<file path="config.mk">
export PLATFORM = sky130hd
export DESIGN_NAME = pbfg_front
export DESIGN_NICKNAME = d
export VERILOG_FILES = /design/src/rtl/assert_macros.svh /design/src/rtl/pbfg_pkg.sv /design/src/rtl/pbfg_front.sv
export SDC_FILE = /design/constraint.sdc
export NUM_CORES = 1
export LEC_CHECK = 0
export ABC_CLOCK_PERIOD_IN_PS = 14400
export BUFFER_PORTS_ARGS = -buffer_cell sky130_fd_sc_hd__buf_2
export CAP_MARGIN = 20
export CORE_AREA = 4 4 279 281
export DETAILED_ROUTE_END_ITERATION = 8
export DIE_AREA = 0 0 283 285
export SYNTH_ARGS = -nofsm -noshare
export SYNTH_HDL_FRONTEND = slang
export SYNTH_SLANG_ARGS = --single-unit
</file>
<file path="constraint.sdc">
create_clock -name vclk -period 14.4
set_input_delay 2.16 -clock vclk [all_inputs]
set_output_delay 2.16 -clock vclk [all_outputs]
set_load 0.02 [all_outputs]
</file>
<file path="src/rtl/assert_macros.svh">
`ifndef ASSERT_MACROS_SVH
`define ASSERT_MACROS_SVH

// Check a property on every rising edge of clk; hold off while rst_n is low.
`define PBFG_ASSERT(name, prop, msg) \
    name: assert property (@(posedge clk) disable iff (!rst_n) (prop)) \
        else $error(msg);

// Check that prop holds in the cycle after trig; hold off while rst_n is low.
`define PBFG_ASSERT_NEXT(name, trig, prop, msg) \
    name: assert property (@(posedge clk) disable iff (!rst_n) (trig) |=> (prop)) \
        else $error(msg);

`endif

</file>
<file path="src/rtl/pbfg_pkg.sv">
`default_nettype none

package pbfg_pkg;

    // Queue between front and back; depth is a power of two.
    localparam int QDEPTH = 4;
    localparam int QPTR_W = $clog2(QDEPTH);
    localparam int QCNT_W = QPTR_W + 1;

    // Signed sum of four Q48.48 terms, its magnitude, and the rounded product.
    localparam int SUM_W  = 98;
    localparam int MAG_W  = 97;
    localparam int PROD_W = 130;

    // APB register map.
    localparam int PADDR_W = 3;
    localparam logic [0:0]  REG_INV_CELL_AREA   = 1'b0;
    localparam logic [31:0] INV_CELL_AREA_RESET = 32'd65536;

    // Saturation limits of the Q16.16 result.
    localparam logic [31:0] SAT_POS = 32'h7FFF_FFFF;
    localparam logic [31:0] SAT_NEG = 32'h8000_0000;

    // Corners in counter-clockwise order.
    typedef enum logic [1:0] {
        CORNER_TL = 2'd0,
        CORNER_BL = 2'd1,
        CORNER_BR = 2'd2,
        CORNER_TR = 2'd3
    } corner_code_t;

    // One corner of a classified item: both weight factors and the node
    // value as magnitudes, with the combined sign of their product.
    typedef struct packed {
        logic [31:0] fa_mag;
        logic [31:0] fb_mag;
        logic [31:0] v_mag;
        logic        neg;
    } corner_t;

    typedef struct packed {
        corner_t [3:0] corner;
        logic [2:0]    comp;
    } gather_item_t;

    typedef struct packed {
        logic full;
        logic empty;
    } q_status_t;

endpackage

`default_nettype wire

</file>
<file path="src/rtl/pbfg_front.sv">
`default_nettype none

module pbfg_front
    import pbfg_pkg::*;
(
    input  logic               in_valid,
    output logic               in_ready,
    input  logic signed [31:0] pos_x,
    input  logic signed [31:0] pos_y,
    input  logic signed [31:0] cell_left,
    input  logic signed [31:0] cell_right,
    input  logic signed [31:0] cell_top,
    input  logic signed [31:0] cell_bottom,
    input  logic [1:0]         corner_order,
    input  logic signed [31:0] node_value_a,
    input  logic signed [31:0] node_value_b,
    input  logic signed [31:0] node_value_c,
    input  logic signed [31:0] node_value_d,
    input  logic [2:0]         component_index,
    input  q_status_t          q_status,
    output logic               push,
    output gather_item_t       item
);

    logic [32:0] dxr, dxl, dyt, dyb;
    logic [31:0] node [4];

    function automatic logic [31:0] mag33(input logic [32:0] d);
        logic [32:0] n;
        n = ~d + 33'd1;
        mag33 = d[32] ? n[31:0] : d[31:0];
    endfunction

    function automatic logic [31:0] mag32(input logic [31:0] v);
        logic [31:0] n;
        n = ~v + 32'd1;
        mag32 = v[31] ? n : v;
    endfunction

    // Exact 33-bit edge differences.
    assign dxr = {cell_right[31], cell_right} - {pos_x[31], pos_x};
    assign dxl = {pos_x[31], pos_x} - {cell_left[31], cell_left};
    assign dyt = {cell_top[31], cell_top} - {pos_y[31], pos_y};
    assign dyb = {pos_y[31], pos_y} - {cell_bottom[31], cell_bottom};

    assign node[0] = node_value_a;
    assign node[1] = node_value_b;
    assign node[2] = node_value_c;
    assign node[3] = node_value_d;

    assign in_ready = !q_status.full;
    assign push     = in_valid && in_ready;

    // Sort the node values onto their corners and pick each corner's factors.
    always_comb
    begin
        logic [32:0]  fa, fb;
        logic [31:0]  v;
        logic [1:0]   idx;
        corner_code_t code;
        item.comp = component_index;
        for (int c = 0; c < 4; c++)
        begin
            code = corner_code_t'(2'(c));
            idx  = 2'(c) - corner_order;
            v    = node[idx];
            unique case (code)
                CORNER_TL: begin fa = dxr; fb = dyb; end
                CORNER_BL: begin fa = dxr; fb = dyt; end
                CORNER_BR: begin fa = dxl; fb = dyt; end
                CORNER_TR: begin fa = dxl; fb = dyb; end
                default:   begin fa = dxl; fb = dyb; end
            endcase
            item.corner[c].fa_mag = mag33(fa);
            item.corner[c].fb_mag = mag33(fb);
            item.corner[c].v_mag  = mag32(v);
            item.corner[c].neg    = fa[32] ^ fb[32] ^ v[31];
        end
    end

endmodule

`default_nettype wire

</file>
After elaboration in Yosys (flattened, before gate mapping)
Cells that the tools add are included.
Cells by class
  $add $sub $neg: 16
  order comparisons: 4
  multiplexer cells: 20
  bitwise logic cells: 20
  reductions and logical operators: 2
Operator list (count)
  2-to-1 mux 32 bit: 16
  adder 32 x 1 -> 32 bit (second input constant): 8
  binary-select mux 32 bit (select 2 bit): 4
  NOT 32 bit: 8
  subtractor 32 x 32 -> 33 bit: 4
  greater-or-equal comparator 3 bit (second input constant): 4
  NOT 2 -> 3 bit: 4
  bitwise XOR 1 bit: 8
  subtractor 1 x 2 -> 2 bit (first input constant): 2
  subtractor 2 bit (first input constant): 2
  logical AND 1 bit: 1
  logical NOT 1 bit: 1
Word-level totals
  flip-flop bits (word level): 0
  input bits: 328
  output and inout bits: 393
  word-level logic and storage cells: 62

Logic depth before layout (Yosys ltp)
  depth in word-level cells: 8
  mapped depth: 17
  mapped depth without buffers: 15

Worst setup path before layout
No wires, ideal clock.
  path type: input to output
  start: input pos_y[0]
  end: output item[355] in the netlist's numbering
  arrival: 6007 ps
  data required time: 12240 ps
  setup slack: 6233 ps
  stages on the path: 16
  buffers on the path: 1
  path through: inv_1 -> ha_1 -> inv_1 -> fa_1 -> a21oi_1 -> nor3_1 -> or2_4 -> o41ai_1 -> nor3_1 -> or4_4 -> or3_4 -> nand2b_4 -> or4_4 -> o21ai_2 -> xor2_1 -> buf_4
RTL lines
  from (decl): RTL line pbfg_front.sv:9  | input logic signed [31:0] pos_y,
  to (decl): RTL line pbfg_front.sv:22  | output gather_item_t item

==> out/qor.yml <==
status: "finished clean"
leakage_nw: 9.79
max_freq_mhz: 107
cp_data_required_time_ps: 12240
crit_family: "simple AND/OR/NAND/NOR gates"
ys_seq_area_share_pct: 0
min_period_ps: 9380
wl_per_cell_um: 19.3
grt_overflow: 0
critPathKind: "in2out"
synth_top_cell_by_area: "xnor2_1"
grt_pass1_wl_mm: 115
port_buffers: 714
whs_path_depth: 0
syn_area_sq_mm: 0.0170
tns_ps: 0
finalSetupViolCount: 0
synth_area_leaders: "xnor2_1 (10%), ha_1 (10%), xor2_1 (7.1%), a21oi_1 (6.9%), mux2i_1 (6.4%)"
die_height_um: 285
antenna_found_initial: 17
pre_cts_slack_ps: 5130
post_cts_resized: 0
synthTopCellsByCount: "nand2_1 (272), a21oi_1 (236), inv_1 (203)"
use_met3_pct: 2.41
gp_congestion: 0.999
ios: 721
die_area_sq_mm: 0.0807
drt_iter0_drc: 1273
crit_path_max_incr_delay_ps: 850
synth_cells: 2582
post_cts_buffers: 0
seq_cell_count: 0
synth_cell_types: 95
dr_total_vias: 20400
grt.busiest_layer: "met2"
seq_area_sq_um: 0
slew_violations: 0
dpl_cell_area_sq_mm: 0.0205
drt-total-wl_mm: 78.5
dr.pass1.iters: 6
fill_cells: 8497
die_w_um: 283
use_met1_pct: 24.1
worst_slew_pin_slew_ps: 1130
max_slew_margin_pct: 24.3
timing.final.ws_setup_ps: 5020
ys_warn_count: 0
syn-num-nets: 3050
utilization_pct: 27.2
synth_most_common_cell: "nand2_1"
vias_per_cell: 5.01
start_util_pct: 22.6
whs_ps: 4320
core_area_sq_mm: 0.0754
cts_hold_buf: 0
num_rows: 101
finalInstanceArea_sq_mm: 0.0205
area_growth_syn_to_layout_pct: 20.6
rsz0062_at_grt: "no"
gr-usage-met2_pct: 31.0
drtAntennaViolNets: 0
syn_avg_cell_area_sq_um: 6.60
hp-class: "in2out"
hp-start: "component_index[0]"
cp_cell_sequence: "buf_6, buf_4, mux2_2, mux2i_1, and2_1, nor2b_1, nor2b_1, and2_1, nand2_1, nor3_1, nand4bb_1, o31ai_1, xor2_1, buf_2"
min_to: "item[0]"
track_usage_pct: 17.9
crit_fanout: 73
drive_above_1_share_pct: 26.8
grt_pass1_vias: 18800
synth_top_area_share_pct: 10.1
grt_max_degree: 77
path_buf_inv: 3
hpwl_mm: 70.1
start_kind: "input port"
hold_violations: 0
power_density_mw_per_mm2: 85.7
ir_drop_v: 0.0000641
fin_nets: 3545
drcViolationCount: 0
cap_viol_max_count: 0
nClkBuffers: 0
fin_crit_sh_pct: 65.2
crit_slowest_cell: "buf_4"
cp.arrival_ps: 7220
multi_input_area_sq_mm: 0.0149
cp-end-kind: "output port"
[cells by family after synthesis]
| kind of cell | after synthesis | share of synthesized area, % |
|---|---|---|
| multiplexers | 160 | 10.6 |
| buffers and inverters | 437 | 12.9 |
| XOR/XNOR | 335 | 17.3 |
| AO/OA/AOI/OAI | 692 | 25.2 |
| AND/OR/NAND/NOR | 818 | 23.6 |
| adder cells (fa/ha/maj) | 140 | 10.5 |
[routing by layer]
| layer | routed length (um) | part of all wire [%] |
|---|---|---|
| met5 | 58 | 0.074 |
| met4 | 1480 | 1.9 |
| met3 | 4960 | 6.3 |
| met2 | 36700 | 47 |
| met1 | 35300 | 45 |
[stage by stage]
| step | power (mW) | cells |
|---|---|---|
| floorplan | 1.31 | 2582 |
| global placement | 1.76 | 4053 |
| detailed placement | 1.76 | 4053 |
| CTS | 1.77 | 4053 |
| global route | 1.89 | 4059 |
| finish | 1.76 | 4063 |
[cell usage in the layout, fill, tap and decap left out, types with 10 or more instances in the layout]
master | netlist | final
a21o_1 | 34 | 34
o211ai_1 | 18 | 18
diode_2 | 0 | 10
xnor2_1 | 196 | 196
nand2_1 | 272 | 272
nor2b_1 | 32 | 32
mux4_2 | 13 | 13
o31ai_1 | 19 | 19
mux2_2 | 38 | 38
a211oi_1 | 25 | 25
and3_1 | 28 | 28
nand3_1 | 49 | 49
nand2b_1 | 25 | 25
o21a_1 | 21 | 21
inv_1 | 203 | 202
ha_1 | 136 | 136
mux2i_1 | 109 | 107
a31oi_1 | 24 | 24
o21ai_0 | 185 | 185
buf_4 | 134 | 14
nor3_1 | 63 | 63
nor2_1 | 175 | 175
o21bai_1 | 15 | 15
nand4_1 | 30 | 30
a21boi_0 | 11 | 11
a21oi_1 | 236 | 236
buf_2 | 31 | 712
or3_1 | 23 | 23
nor3b_1 | 10 | 10
nor4_1 | 19 | 19
xor2_1 | 138 | 138
and2_1 | 36 | 36
[worst max path at each step]
| stage | from | to | slack, ps | depth (start not counted) |
|---|---|---|---|---|
| 6_report | corner_order[1] | item[33] | 5020 | 14 |
| 4_1_cts | corner_order[1] | item[33] | 5110 | 14 |
| 2_1_floorplan | pos_y[0] | item[355] | 6230 | 16 |
| 5_1_grt | corner_order[1] | item[33] | 4790 | 14 |
| 3_5_place_dp | corner_order[1] | item[33] | 5130 | 14 |
| 3_3_place_gp | corner_order[1] | item[33] | 5220 | 14 |
[report_power, final]
group | switching, mW | internal (mW)
sequential | 0 | 0
clock | 0 | 0.0000000931
combinational | 1.18 | 0.579
[layout make-up]
type	count	area share, %
Inverter	203	3.71
Multi-Input combinational cell	2145	72.3
Tap cell	978	5.96
Antenna cell	10	0.122
Timing Repair Buffer	727	17.9
Power figures use the tool's default switching activity.
