[config.mk]
export PLATFORM = sky130hd
export DESIGN_NAME = pbfg_queue
export DESIGN_NICKNAME = d
export VERILOG_FILES = /design/src/rtl/pbfg_pkg.sv /design/src/rtl/pbfg_queue.sv
export VERILOG_INCLUDE_DIRS = /design/src /design/src/rtl
export SDC_FILE = /design/constraint.sdc
export NUM_CORES = 1
export LEC_CHECK = 0
export BUFFER_PORTS_ARGS = -buffer_cell sky130_fd_sc_hd__buf_2
export CAP_MARGIN = 15
export CORE_MARGIN = 4
export CORE_UTILIZATION = 25
export DETAILED_ROUTE_END_ITERATION = 16
export GPL_TIMING_DRIVEN = 0
export PLACE_DENSITY = 0.38
export SLEW_MARGIN = 40
export SYNTH_ARGS = -nofsm -noshare
export SYNTH_HDL_FRONTEND = slang
export SYNTH_SLANG_ARGS = --single-unit
[constraint.sdc]
create_clock -name clk -period 28.8 [get_ports clk]
set_input_delay 1.44 -clock clk [delete_from_list [all_inputs] [get_ports clk]]
set_output_delay 1.44 -clock clk [all_outputs]
set_load 0.005 [all_outputs]
[src/rtl/assert_macros.svh]
`ifndef ASSERT_MACROS_SVH
`define ASSERT_MACROS_SVH

// Check a property on every rising edge of clk; hold off while rst_n is low.
`define PBFG_ASSERT(name, prop, msg) \
    name: assert property (@(posedge clk) disable iff (!rst_n) (prop)) \
        else $error(msg);

// Check that prop holds in the cycle after trig; hold off while rst_n is low.
`define PBFG_ASSERT_NEXT(name, trig, prop, msg) \
    name: assert property (@(posedge clk) disable iff (!rst_n) (trig) |=> (prop)) \
        else $error(msg);

`endif

[src/rtl/pbfg_pkg.sv]
`default_nettype none

package pbfg_pkg;

    // Queue between front and back; depth is a power of two.
    localparam int QDEPTH = 4;
    localparam int QPTR_W = $clog2(QDEPTH);
    localparam int QCNT_W = QPTR_W + 1;

    // Signed sum of four Q48.48 terms, its magnitude, and the rounded product.
    localparam int SUM_W  = 98;
    localparam int MAG_W  = 97;
    localparam int PROD_W = 130;

    // APB register map.
    localparam int PADDR_W = 3;
    localparam logic [0:0]  REG_INV_CELL_AREA   = 1'b0;
    localparam logic [31:0] INV_CELL_AREA_RESET = 32'd65536;

    // Saturation limits of the Q16.16 result.
    localparam logic [31:0] SAT_POS = 32'h7FFF_FFFF;
    localparam logic [31:0] SAT_NEG = 32'h8000_0000;

    // Corners in counter-clockwise order.
    typedef enum logic [1:0] {
        CORNER_TL = 2'd0,
        CORNER_BL = 2'd1,
        CORNER_BR = 2'd2,
        CORNER_TR = 2'd3
    } corner_code_t;

    // One corner of a classified item: both weight factors and the node
    // value as magnitudes, with the combined sign of their product.
    typedef struct packed {
        logic [31:0] fa_mag;
        logic [31:0] fb_mag;
        logic [31:0] v_mag;
        logic        neg;
    } corner_t;

    typedef struct packed {
        corner_t [3:0] corner;
        logic [2:0]    comp;
    } gather_item_t;

    typedef struct packed {
        logic full;
        logic empty;
    } q_status_t;

endpackage

`default_nettype wire

[src/rtl/pbfg_queue.sv]
`default_nettype none
`include "assert_macros.svh"

module pbfg_queue
    import pbfg_pkg::*;
(
    input  logic         clk,
    input  logic         rst_n,
    input  logic         push,
    input  gather_item_t push_item,
    input  logic         pop,
    output gather_item_t head_item,
    output q_status_t    status
);

    gather_item_t            entry_reg [QDEPTH];
    logic [QPTR_W-1:0]       wr_ptr_reg, wr_ptr_next;
    logic [QPTR_W-1:0]       rd_ptr_reg, rd_ptr_next;
    logic [QCNT_W-1:0]       count_reg, count_next;

    always_comb
    begin
        wr_ptr_next = push ? wr_ptr_reg + QPTR_W'(1) : wr_ptr_reg;
        rd_ptr_next = pop ? rd_ptr_reg + QPTR_W'(1) : rd_ptr_reg;
        count_next  = count_reg;
        if (push && !pop)
        begin
            count_next = count_reg + QCNT_W'(1);
        end
        else if (pop && !push)
        begin
            count_next = count_reg - QCNT_W'(1);
        end
    end

    always_ff @(posedge clk or negedge rst_n)
    begin
        if (!rst_n)
        begin
            wr_ptr_reg <= '0;
            rd_ptr_reg <= '0;
            count_reg  <= '0;
        end
        else
        begin
            wr_ptr_reg <= wr_ptr_next;
            rd_ptr_reg <= rd_ptr_next;
            count_reg  <= count_next;
        end
    end

    always_ff @(posedge clk)
    begin
        if (push)
        begin
            entry_reg[wr_ptr_reg] <= push_item;
        end
    end

    assign head_item    = entry_reg[rd_ptr_reg];
    assign status.full  = (count_reg == QCNT_W'(QDEPTH));
    assign status.empty = (count_reg == '0);

    `PBFG_ASSERT(a_pop_has_item, pop |-> count_reg != '0, "pop from empty queue")
    `PBFG_ASSERT_NEXT(a_pop_drops_count, pop && !push,
                      count_reg == $past(count_reg) - QCNT_W'(1), "count did not drop on pop")

endmodule

`default_nettype wire

Yosys cells after proc, flatten, opt, wreduce, memory -nomap -nowiden
Memory sizes are Yosys's and may differ from the RTL's. Index checks and enable logic that the tools add are counted.

Bits in registers: 7. Bits in writable memories: 1564. Input bits: 395. Output and inout bits: 393. Memories: 1.

$add $sub $neg: 4. Equality and inequality tests: 1. Multiplexer cells: 4. Reductions and logical operators: 6.

Memories: entry_reg (depth 4, width 391, rd ports 1, clocked after Yosys merged registers in 0, write ports 1, line pbfg_queue.sv:16) `gather_item_t entry_reg [QDEPTH];`.

Operator list (count): 3-bit two-way mux (2); 2-bit by 1-bit adder with 2-bit output, second input constant (2); 3-bit by 1-bit adder with 3-bit output, second input constant (1); 3-bit equality test, second input constant (1); 3-bit zero test (1); 3-bit by 1-bit subtractor with 3-bit output, second input constant (1); 1-bit logical AND (2); 1-bit zero test (2); 1-bit two-way mux (2); 2-bit nonzero test (1).

Logic depth before layout (Yosys ltp)
Gate-level depths: netlist of the first run.

Depth in word-level cells: 4. Mapped depth: 7. Mapped depth without buffers: 7.

Worst setup path before layout of the first run
OpenSTA, ideal clock, no wires.

Kind: input to register. Start point: input push. End point: memory entry_reg[1][0] in the netlist's numbering, enable pin. Library setup time: 0.803 ns. Arrival time: 10.235 ns. Data required time: 27.997 ns. Slack: 17.763 ns. Stages on the path: 1. Path through: and2_1.

Word-level cells in the longest chain between the ends: 2.

RTL lines: from (decl) (line pbfg_queue.sv:9) `input logic push,`; 1-bit two-way mux (line pbfg_queue.sv:54) `if (push)`; 1-bit two-way mux (implied by the code) (line pbfg_queue.sv:56) `entry_reg[wr_ptr_reg] <= push_item;`; to (decl) (line pbfg_queue.sv:16).

No other way between the ends.

==> summary.txt, run 1 <==
status -> finished, final reports clean
Final nets -> 3506
Final Hold Viols -> 0
Worst Setup End Kind -> output port
Slew Viols, Final -> 0
Synth cell types -> 20
Startpoint Class -> register
Flop pwr share -> 0.415
die height -> 489.1 um
r2r setup slk -> 26010 ps
vias after detailed routing -> 26690
commonest non-fill, non-tap cell in the layout -> edfxtp_1
Sw Share -> 0.2966
CTS sink count -> 1571
register area share after synthesis -> 0.8147
Peak VDD IR -> 0.06121 mV
clk slew on worst S/H paths -> 60 ps
Mean Syn Cell Area -> 27.86 sq um
max FFs per register -> 1564
CTS H-tree depth -> 4
Hold Path Class -> in -> async
Worst R2R Start -> wr_ptr_reg[0]
CTS tree -> done
# resized after CTS -> 0
TritonCTS Buffers -> 179
yosys warns -> 0
Comb power frac -> 0.292
dominant cells by area after synthesis -> edfxtp_1 (81%), mux4_1 (12%), mux4_2 (4.9%), buf_6 (0.74%), buf_2 (0.35%)
die area -> 239200 sq um
number of I/O pins -> 788
maxcap violations -> 0
Total Routing Usage GR -> 0.1267
#FFs+latches synth -> 1571
Clock Skews -> 30.06 ps
Max-slew headroom -> 0.5636
GP Congestion -> 0.7001
DRT Wirelength -> 155100 um
Final setup violation count -> 0
min Tclk post-route -> 4411 ps
vias per cell -> 4.209
CP Class -> reg -> out
design internal power -> 0.005170 W
HPWL Detailed -> 110400 um
Initial Utilization -> 0.2515
DRC Markers -> 0
most frequent cells in the layout -> edfxtp_1 (1564), buf_2 (828), mux4_1 (264)
Remaining Overflow, GRT -> 0
measured slew at the worst slew-check pin -> 654.6 ps
Worst Reg2Reg Path Length in Cells -> 9
Clock power frac -> 0.293
setup repair after global routing missed its margin -> no
global-route wire length before repair -> 216400 um
Die X -> 489.1 um
post-route setup TNS -> 0 ps
Fill cells -> 21980
Final Cycle Share -> 0.1532
post-CTS setup buffer count -> 0
Cells after Synth -> 2077
P&R area growth vs syn -> 25.49%
Initial DRT Pass Iterations -> 4
leading area contributor after synthesis -> edfxtp_1
PD cells -> 101.2 nW/um^2
DR WL/cell -> 24.46 um
Critical Path Fanout Max -> 10
Yosys top cell area share -> 0.8116
Crit. Startpoint -> rd_ptr_reg[1]
Core Region -> 230100 sq um
Final Util -> 0.3155
CP required -> 27360 ps
Sw Pwr -> 0.002180 W
Starting DRT DRC Count -> 1397
# port buffers -> 787
Pleak -> 24.95 nW
worst-skew pair later-pin latency -> 820 ps
f_max -> 226.7 MHz
fraction of final layout cells with drive strength greater than 1 -> 0.4068
root buffer cell -> clkbuf_16
CTS Buffer Depth -> 3
site row count -> 176
vias in the first global route -> 28760
Final ANT Viol Nets -> 0
initial antenna violation count -> 117
crit path to -> head_item[129]
arrival time at the worst endpoint -> 2970 ps
reg2reg end -> entry_reg[0][154]
synthesized area -> 57860 sq um
hold_buf cts -> 0
largest net degree at the start of global routing -> 34
Synth Net Count -> 2478
-- power by group through the flow --
stage                     clock network, W  registers, W  logic (W)
after global routing               0.00234       0.00308    0.00233
after detailed placement                 0       0.00310    0.00225
after global placement                   0       0.00349    0.00212
final                              0.00215       0.00305    0.00215
after CTS                          0.00224       0.00306    0.00225
after floorplan                          0       0.00327    0.00109
-- metrics by stage --
step	hold WS, ps	setup WS, ps	instances	cell area, sq um	total power [W]
2_1_floorplan	456.3	17760	2077	57860	0.004366
3_3_place_gp	483.4	8597	5890	65590	0.005615
3_5_place_dp	494.7	24940	5950	66850	0.005352
4_1_cts	376.1	24010	6278	72450	0.007557
5_1_grt	410.6	23970	6300	72510	0.007753
6_report	484.4	24390	6341	72610	0.007350
-- cells by family (layout without fill, tap and decap cells) --
logic type / after synthesis / after routing / share of synthesized area
other: 0 / 63 / 0
multiplexers: 392 / 392 / 0.1695
AO/OA/AOI/OAI: 1 / 1 / 0.00008641
XOR/XNOR: 6 / 6 / 0.0009082
adder cells (fa/ha/maj): 6 / 6 / 0.001427
buffers and inverters: 92 / 1267 / 0.01256
flip-flops: 1571 / 1571 / 0.8147
AND/OR/NAND/NOR: 9 / 9 / 0.0008432
-- worst min path at each step --
stage                               end  slack [ps]  cells past startpoint
after global placement     count_reg[2]         480                      1
after global routing      wr_ptr_reg[0]         410                      1
after floorplan            count_reg[2]         460                      1
after CTS                 wr_ptr_reg[0]         380                      1
final                     rd_ptr_reg[1]         480                      1
after detailed placement   count_reg[2]         490                      1
-- synthesized netlist by cell type --
cell and instances:
nor2_1 1, mux2_2 1, clkbuf_1 5, buf_6 38, xor2_1 4, dfrtp_1 7, and2_1 4, ha_1 5
nor3b_1 1, mux4_1 264, inv_1 4, nor3_1 1, fa_1 1, edfxtp_1 1564, mux4_2 127, xnor2_1 2
buf_2 41, o21ai_0 1, nand2_1 2, buf_8 4
-- cell type report --
type | instances | area [sq um] | share of cell area
multi-input cells | 414 | 10010 | 0.1378
inverters | 4 | 15.01 | 0.0002068
clock buffers | 213 | 4649 | 0.06403
plain buffers | 88 | 716.9 | 0.009874
diodes | 63 | 157.7 | 0.002171
repair buffers | 847 | 5185 | 0.07141
flip-flops and latches | 1571 | 47140 | 0.6492
well taps | 3026 | 3786 | 0.05214
clock inverters | 115 | 954.7 | 0.01315
-- metal layers --
metal	vias to the layer above	wire [um]	GRT usage
met2	920	73080	0.2026
li1	11550	-	-
met5	-	370	0
met1	13820	59020	0.1465
met3	343	16940	0.06121
met4	62	5684	0.04942
-- worst max-delay path, cell delays in order (launching register included) --
cell and delay (ps):
dfrtp_1 310, buf_2 330, clkbuf_2 460, buf_2 480, mux4_1 360, buf_2 200
No activity file was read; power rests on OpenSTA's default activity.
==> run 2: changes to the inputs <==
- clock period: 28.8 -> 4.2 ns (I/O delays scaled with it)
==> run 2 against run 1 <==
  * Hold slack got worse by 320 ps
  * Largest power group unchanged
  * Sequential cell count unchanged
  * Sequential power increased to 6.9 times the previous value
  * Wire length increased by 0.98%
  * Non-clock buffer count increased by 395
  * Critical endpoint is now head_item[134]
  * Clock-buffer cell count increased by 3
  * First-iteration DRC count increased by 3.8%
  * Critical path depth unchanged
==> summary.txt, run 2 (same netlist as run 1, synthesis figures left out) <==
DRT Wirelength -> 156600 um
f_max -> 315.4 MHz
Remaining Overflow, GRT -> 0
Core Region -> 230100 sq um
fraction of final layout cells with drive strength greater than 1 -> 0.3616
die height -> 489.1 um
vias per cell -> 4.202
Final Cycle Share -> 0.7548
Clock power frac -> 0.298
PD cells -> 669.0 nW/um^2
max FFs per register -> 1564
CP max stage cell -> clkbuf_2
Slew Viols, Final -> 0
DRC Markers -> 0
crit-path cells -> buf_2 -> clkbuf_2 -> buf_2 -> mux4_2 -> buf_2
Critical Path Fanout Max -> 11
P&R area growth vs syn -> 32.57%
Final setup violation count -> 0
Sw Share -> 0.2946
DR WL/cell -> 23.34 um
largest net degree at the start of global routing -> 33
CTS Buffer Depth -> 3
HPWL Detailed -> 110300 um
Final nets -> 3900
status -> finished, final reports clean
CTS H-tree depth -> 4
Initial DRT Pass Iterations -> 7
clk slew on worst S/H paths -> 60 ps
Startpoint Class -> register
Flop pwr share -> 0.408
initial antenna violation count -> 54
Initial Utilization -> 0.2515
Comb power frac -> 0.294
Worst Setup End Kind -> output port
Total Routing Usage GR -> 0.1277
CP max stage delay -> 490 ps
Hold Path Class -> in -> reg
root buffer cell -> clkbuf_16
Sw Pwr -> 0.01512 W
Final Util -> 0.3333
Max-slew headroom -> 0.5668
Clock Skews -> 21.12 ps
Fill cells -> 21660
CP Class -> reg -> out
commonest non-fill, non-tap cell in the layout -> edfxtp_1
Pleak -> 26.67 nW
maxcap violations -> 0
Starting DRT DRC Count -> 1450
CTS sink count -> 1571
site row count -> 176
Die X -> 489.1 um
# port buffers -> 787
post-CTS setup buffer count -> 0
setup repair after global routing missed its margin -> no
worst-skew pair later-pin latency -> 790 ps
min Tclk post-route -> 3170 ps
most frequent cells in the layout -> edfxtp_1 (1564), buf_2 (828), dlygate4sd3_1 (395)
post-route setup TNS -> 0 ps
design internal power -> 0.03620 W
die area -> 239200 sq um
CP required -> 3990 ps
Crit path top cell by count -> buf_2
TritonCTS Buffers -> 178
number of I/O pins -> 788
global-route wire length before repair -> 221700 um
CTS tree -> done
vias in the first global route -> 30650
measured slew at the worst slew-check pin -> 649.8 ps
vias after detailed routing -> 28210
Peak VDD IR -> 0.3806 mV
GP Congestion -> 0.7062
arrival time at the worst endpoint -> 2960 ps
Final ANT Viol Nets -> 0
Final Hold Viols -> 0
## run 2: layout make-up
class	instances	area (sq um)	area share
Clock buffer	216	4682	0.06104
Inverter	4	15.01	0.0001957
Tap cell	3026	3786	0.04936
Sequential cell	1571	47140	0.6145
Multi-Input combinational cell	414	10010	0.1305
Antenna cell	38	95.09	0.001240
Clock inverter	113	1142	0.01489
Timing Repair Buffer	1242	9124	0.1189
Buffer	88	716.9	0.009346
## run 2: timing repair
item,4_1_cts,5_1_grt
hold buffers,395,0
endpoints found under the hold margin,1580,0
gates resized for setup,0,0
## run 2: power groups by stage
stage | Clock, W | Combinational, W | Sequential (W)
floorplan | 0 | 0.00749 | 0.0214
global placement | 0 | 0.0146 | 0.0219
detailed placement | 0 | 0.0154 | 0.0213
CTS | 0.0159 | 0.0158 | 0.0210
global route | 0.0166 | 0.0164 | 0.0211
finish | 0.0153 | 0.0151 | 0.0209
## run 2: per-stage QoR
step / total power (W) / instances / area [sq um] / worst slack (ps) / hold WS, ps
2_1_floorplan: 0.02890 / 2077 / 57870 / 424.5 / -85.59
3_3_place_gp: 0.03645 / 5890 / 65600 / -2334 / 50.78
3_5_place_dp: 0.03673 / 5950 / 66840 / 1063 / 59.67
4_1_cts: 0.05269 / 6674 / 76610 / 634.7 / 57.82
5_1_grt: 0.05406 / 6694 / 76660 / 661.2 / 77.79
6_report: 0.05132 / 6712 / 76710 / 1030 / 161.1
## run 2: critical path, delay by kind of cell, from the launching register on
kind / cells / cell delay (ps)
buf+inv: 4 / 1480
flops: 1 / 310
mux: 1 / 360
## run 2: metal layers
metal	global-route usage	vias up	part of all wire
met5	0	-	0.0011
met4	0.04098	28	0.030
met3	0.04957	290	0.088
met2	0.2082	883	0.48
met1	0.1559	14700	0.40
li1	-	12300	-
## run 2: path summary, 6_finish.rpt
path / from / end / slack [ps] / cells after the start
worst max-delay path: rd_ptr_reg[1] / head_item[134] / 1030 / 5
worst min-delay path: push_item[371] / entry_reg[2][371] / 160 / 2
worst max register to register: wr_ptr_reg[0] / entry_reg[0][150] / 1150 / 9
worst min register to register: count_reg[2] / count_reg[2] / 490 / 1
max in group asynchronous: rst_n / wr_ptr_reg[1] / 3450 / 3
min in group asynchronous: rst_n / count_reg[2] / 500 / 3
==> run 3: changes to the inputs <==
- PLACE_DENSITY: 0.38 -> 0.4
- clock period: 4.2 -> 2.77 ns (I/O delays scaled with it)
==> run 3 against run 2 <==
  * Power is 53% higher
  * Via count is 0.55% higher
  * Hold slack worse by 58 ps
  * Non-clock buffer count is 141 higher
  * Die area stayed put
  * Largest cell class unchanged
==> summary.txt, run 3 (same netlist as run 1, synthesis figures left out) <==
commonest non-fill, non-tap cell in the layout -> edfxtp_1
vias in the first global route -> 30480
Initial DRT Pass Iterations -> 5
Core Region -> 230100 sq um
crit-path cells -> buf_12 -> bufbuf_16 -> buf_12 -> mux4_1 -> buf_2
CP max stage cell -> mux4_1
vias after detailed routing -> 28360
CP max stage delay -> 590 ps
Clock Skews -> 31.50 ps
CTS H-tree depth -> 4
Starting DRT DRC Count -> 1501
Hold Path Class -> in -> reg
Pleak -> 27.27 nW
clk slew on worst S/H paths -> 60 ps
Worst Setup End Kind -> output port
maxcap violations -> 0
DR WL/cell -> 23.24 um
Initial Utilization -> 0.2515
worst-skew pair later-pin latency -> 840 ps
Remaining Overflow, GRT -> 0
Crit path top cell by count -> buf_12
Die X -> 489.1 um
Final Util -> 0.3405
CTS sink count -> 1571
Peak VDD IR -> 0.6313 mV
Final nets -> 4042
Slew Viols, Final -> 0
Final Hold Viols -> 0
arrival time at the worst endpoint -> 2570 ps
grt met2 use -> 0.2100
Max-slew headroom -> 0.7384
M3 GR Usage -> 0.05612
global-route wire length before repair -> 224700 um
site row count -> 176
TritonCTS Buffers -> 179
measured slew at the worst slew-check pin -> 392.5 ps
P&R area growth vs syn -> 35.39%
status -> finished, final reports clean
DRT Wirelength -> 159100 um
initial antenna violation count -> 48
most frequent cells in the layout -> edfxtp_1 (1564), buf_2 (782), dlygate4sd3_1 (530)
min Tclk post-route -> 2707 ps
largest net degree at the start of global routing -> 32
met1 Usage GRT -> 0.1549
Placement Setup Slack -> -65.97 ps
Critical Path Fanout Max -> 10
Fill cells -> 21760
number of I/O pins -> 788
Final setup violation count -> 0
root buffer cell -> clkbuf_16
CTS Buffer Depth -> 3
fraction of final layout cells with drive strength greater than 1 -> 0.3582
Final ANT Viol Nets -> 0
max FFs per register -> 1564
DRC Markers -> 0
die area -> 239200 sq um
worst setup margin -> 63.42 ps
Startpoint Class -> register
CTS tree -> done
vias per cell -> 4.143
die height -> 489.1 um
WHS -> 102.8 ps
post-route setup TNS -> 0 ps
CP required -> 2630 ps
GP Congestion -> 0.6917
f_max -> 369.5 MHz
Total Routing Usage GR -> 0.1300
setup repair after global routing missed its margin -> yes
Final Cycle Share -> 0.9771
HPWL Detailed -> 109500 um
grt peak-use layer -> met2
CP Class -> reg -> out
# port buffers -> 787
PD cells -> 1005 nW/um^2
-- run 3: cell count changes in the layout (fill, tap and decap cells not counted), sizes merged --
cell	previous run	this run
dlygate4sd3	395	530
bufbuf	0	1
buf	930	935
diode	38	37
bufinv	17	12
clkbuf	221	220
inv	10	13
clkinv	80	82
clkinvlp	10	5
-- run 3: layer usage --
metal,vias to the layer above,share of wire
li1,12540,-
met1,14740,0.40
met2,796,0.48
met3,264,0.091
met4,14,0.032
met5,-,0.00056
-- run 3: final timing paths --
kind | startpoint | endpoint | slack [ps] | cells after the start
hold / removal | push_item[236] | entry_reg[3][236] | 100 | 2
setup / recovery | rd_ptr_reg[0] | head_item[219] | 60 | 5
min in group asynchronous | rst_n | count_reg[2] | 360 | 3
hold reg to reg | count_reg[2] | count_reg[2] | 480 | 1
max in group asynchronous | rst_n | rd_ptr_reg[0] | 2140 | 3
setup reg to reg | wr_ptr_reg[1] | entry_reg[1][146] | 140 | 8
-- run 3: cell type report --
type | instances | area [sq um] | share of cell area
diodes | 37 | 92.59 | 0.001182
multi-input cells | 414 | 9887 | 0.1262
flip-flops and latches | 1571 | 47140 | 0.6017
inverters | 4 | 15.01 | 0.0001916
plain buffers | 88 | 1145 | 0.01461
repair buffers | 1383 | 10620 | 0.1355
clock inverters | 108 | 982.2 | 0.01254
well taps | 3026 | 3786 | 0.04833
clock buffers | 215 | 4678 | 0.05971
-- run 3: through the flow --
| stage | std cells | power, W | area (sq um) |
|---|---|---|---|
| finish | 6846 | 0.07874 | 78350 |
| global route | 6834 | 0.08315 | 78320 |
| CTS | 6807 | 0.08057 | 78190 |
| detailed placement | 5952 | 0.05592 | 66850 |
| global placement | 5890 | 0.05550 | 65600 |
| floorplan | 2077 | 0.04382 | 57870 |
-- run 3: repair_timing --
action	4_1_cts	5_1_grt
cloned	1	0
hold endpoints to repair	1616	0
setup endpoints to repair	411	299
gates resized for setup	100	62
hold buffers	530	0
setup buffers	1	2
pin swaps	0	0
-- run 3: critical path, delay by kind of cell, from the launching register on --
family / cells / cell delay, ps
flip-flops: 1 / 370
multiplexers: 1 / 590
buffers and inverters: 4 / 800
-- run 3: power by group --
part	switching [W]	total (W)	internal (W)
Clock	0.00959	0.0228	0.0132
Sequential	0.000732	0.0317	0.0310
Combinational	0.0130	0.0243	0.0113
Total	0.0233	0.0787	0.0554
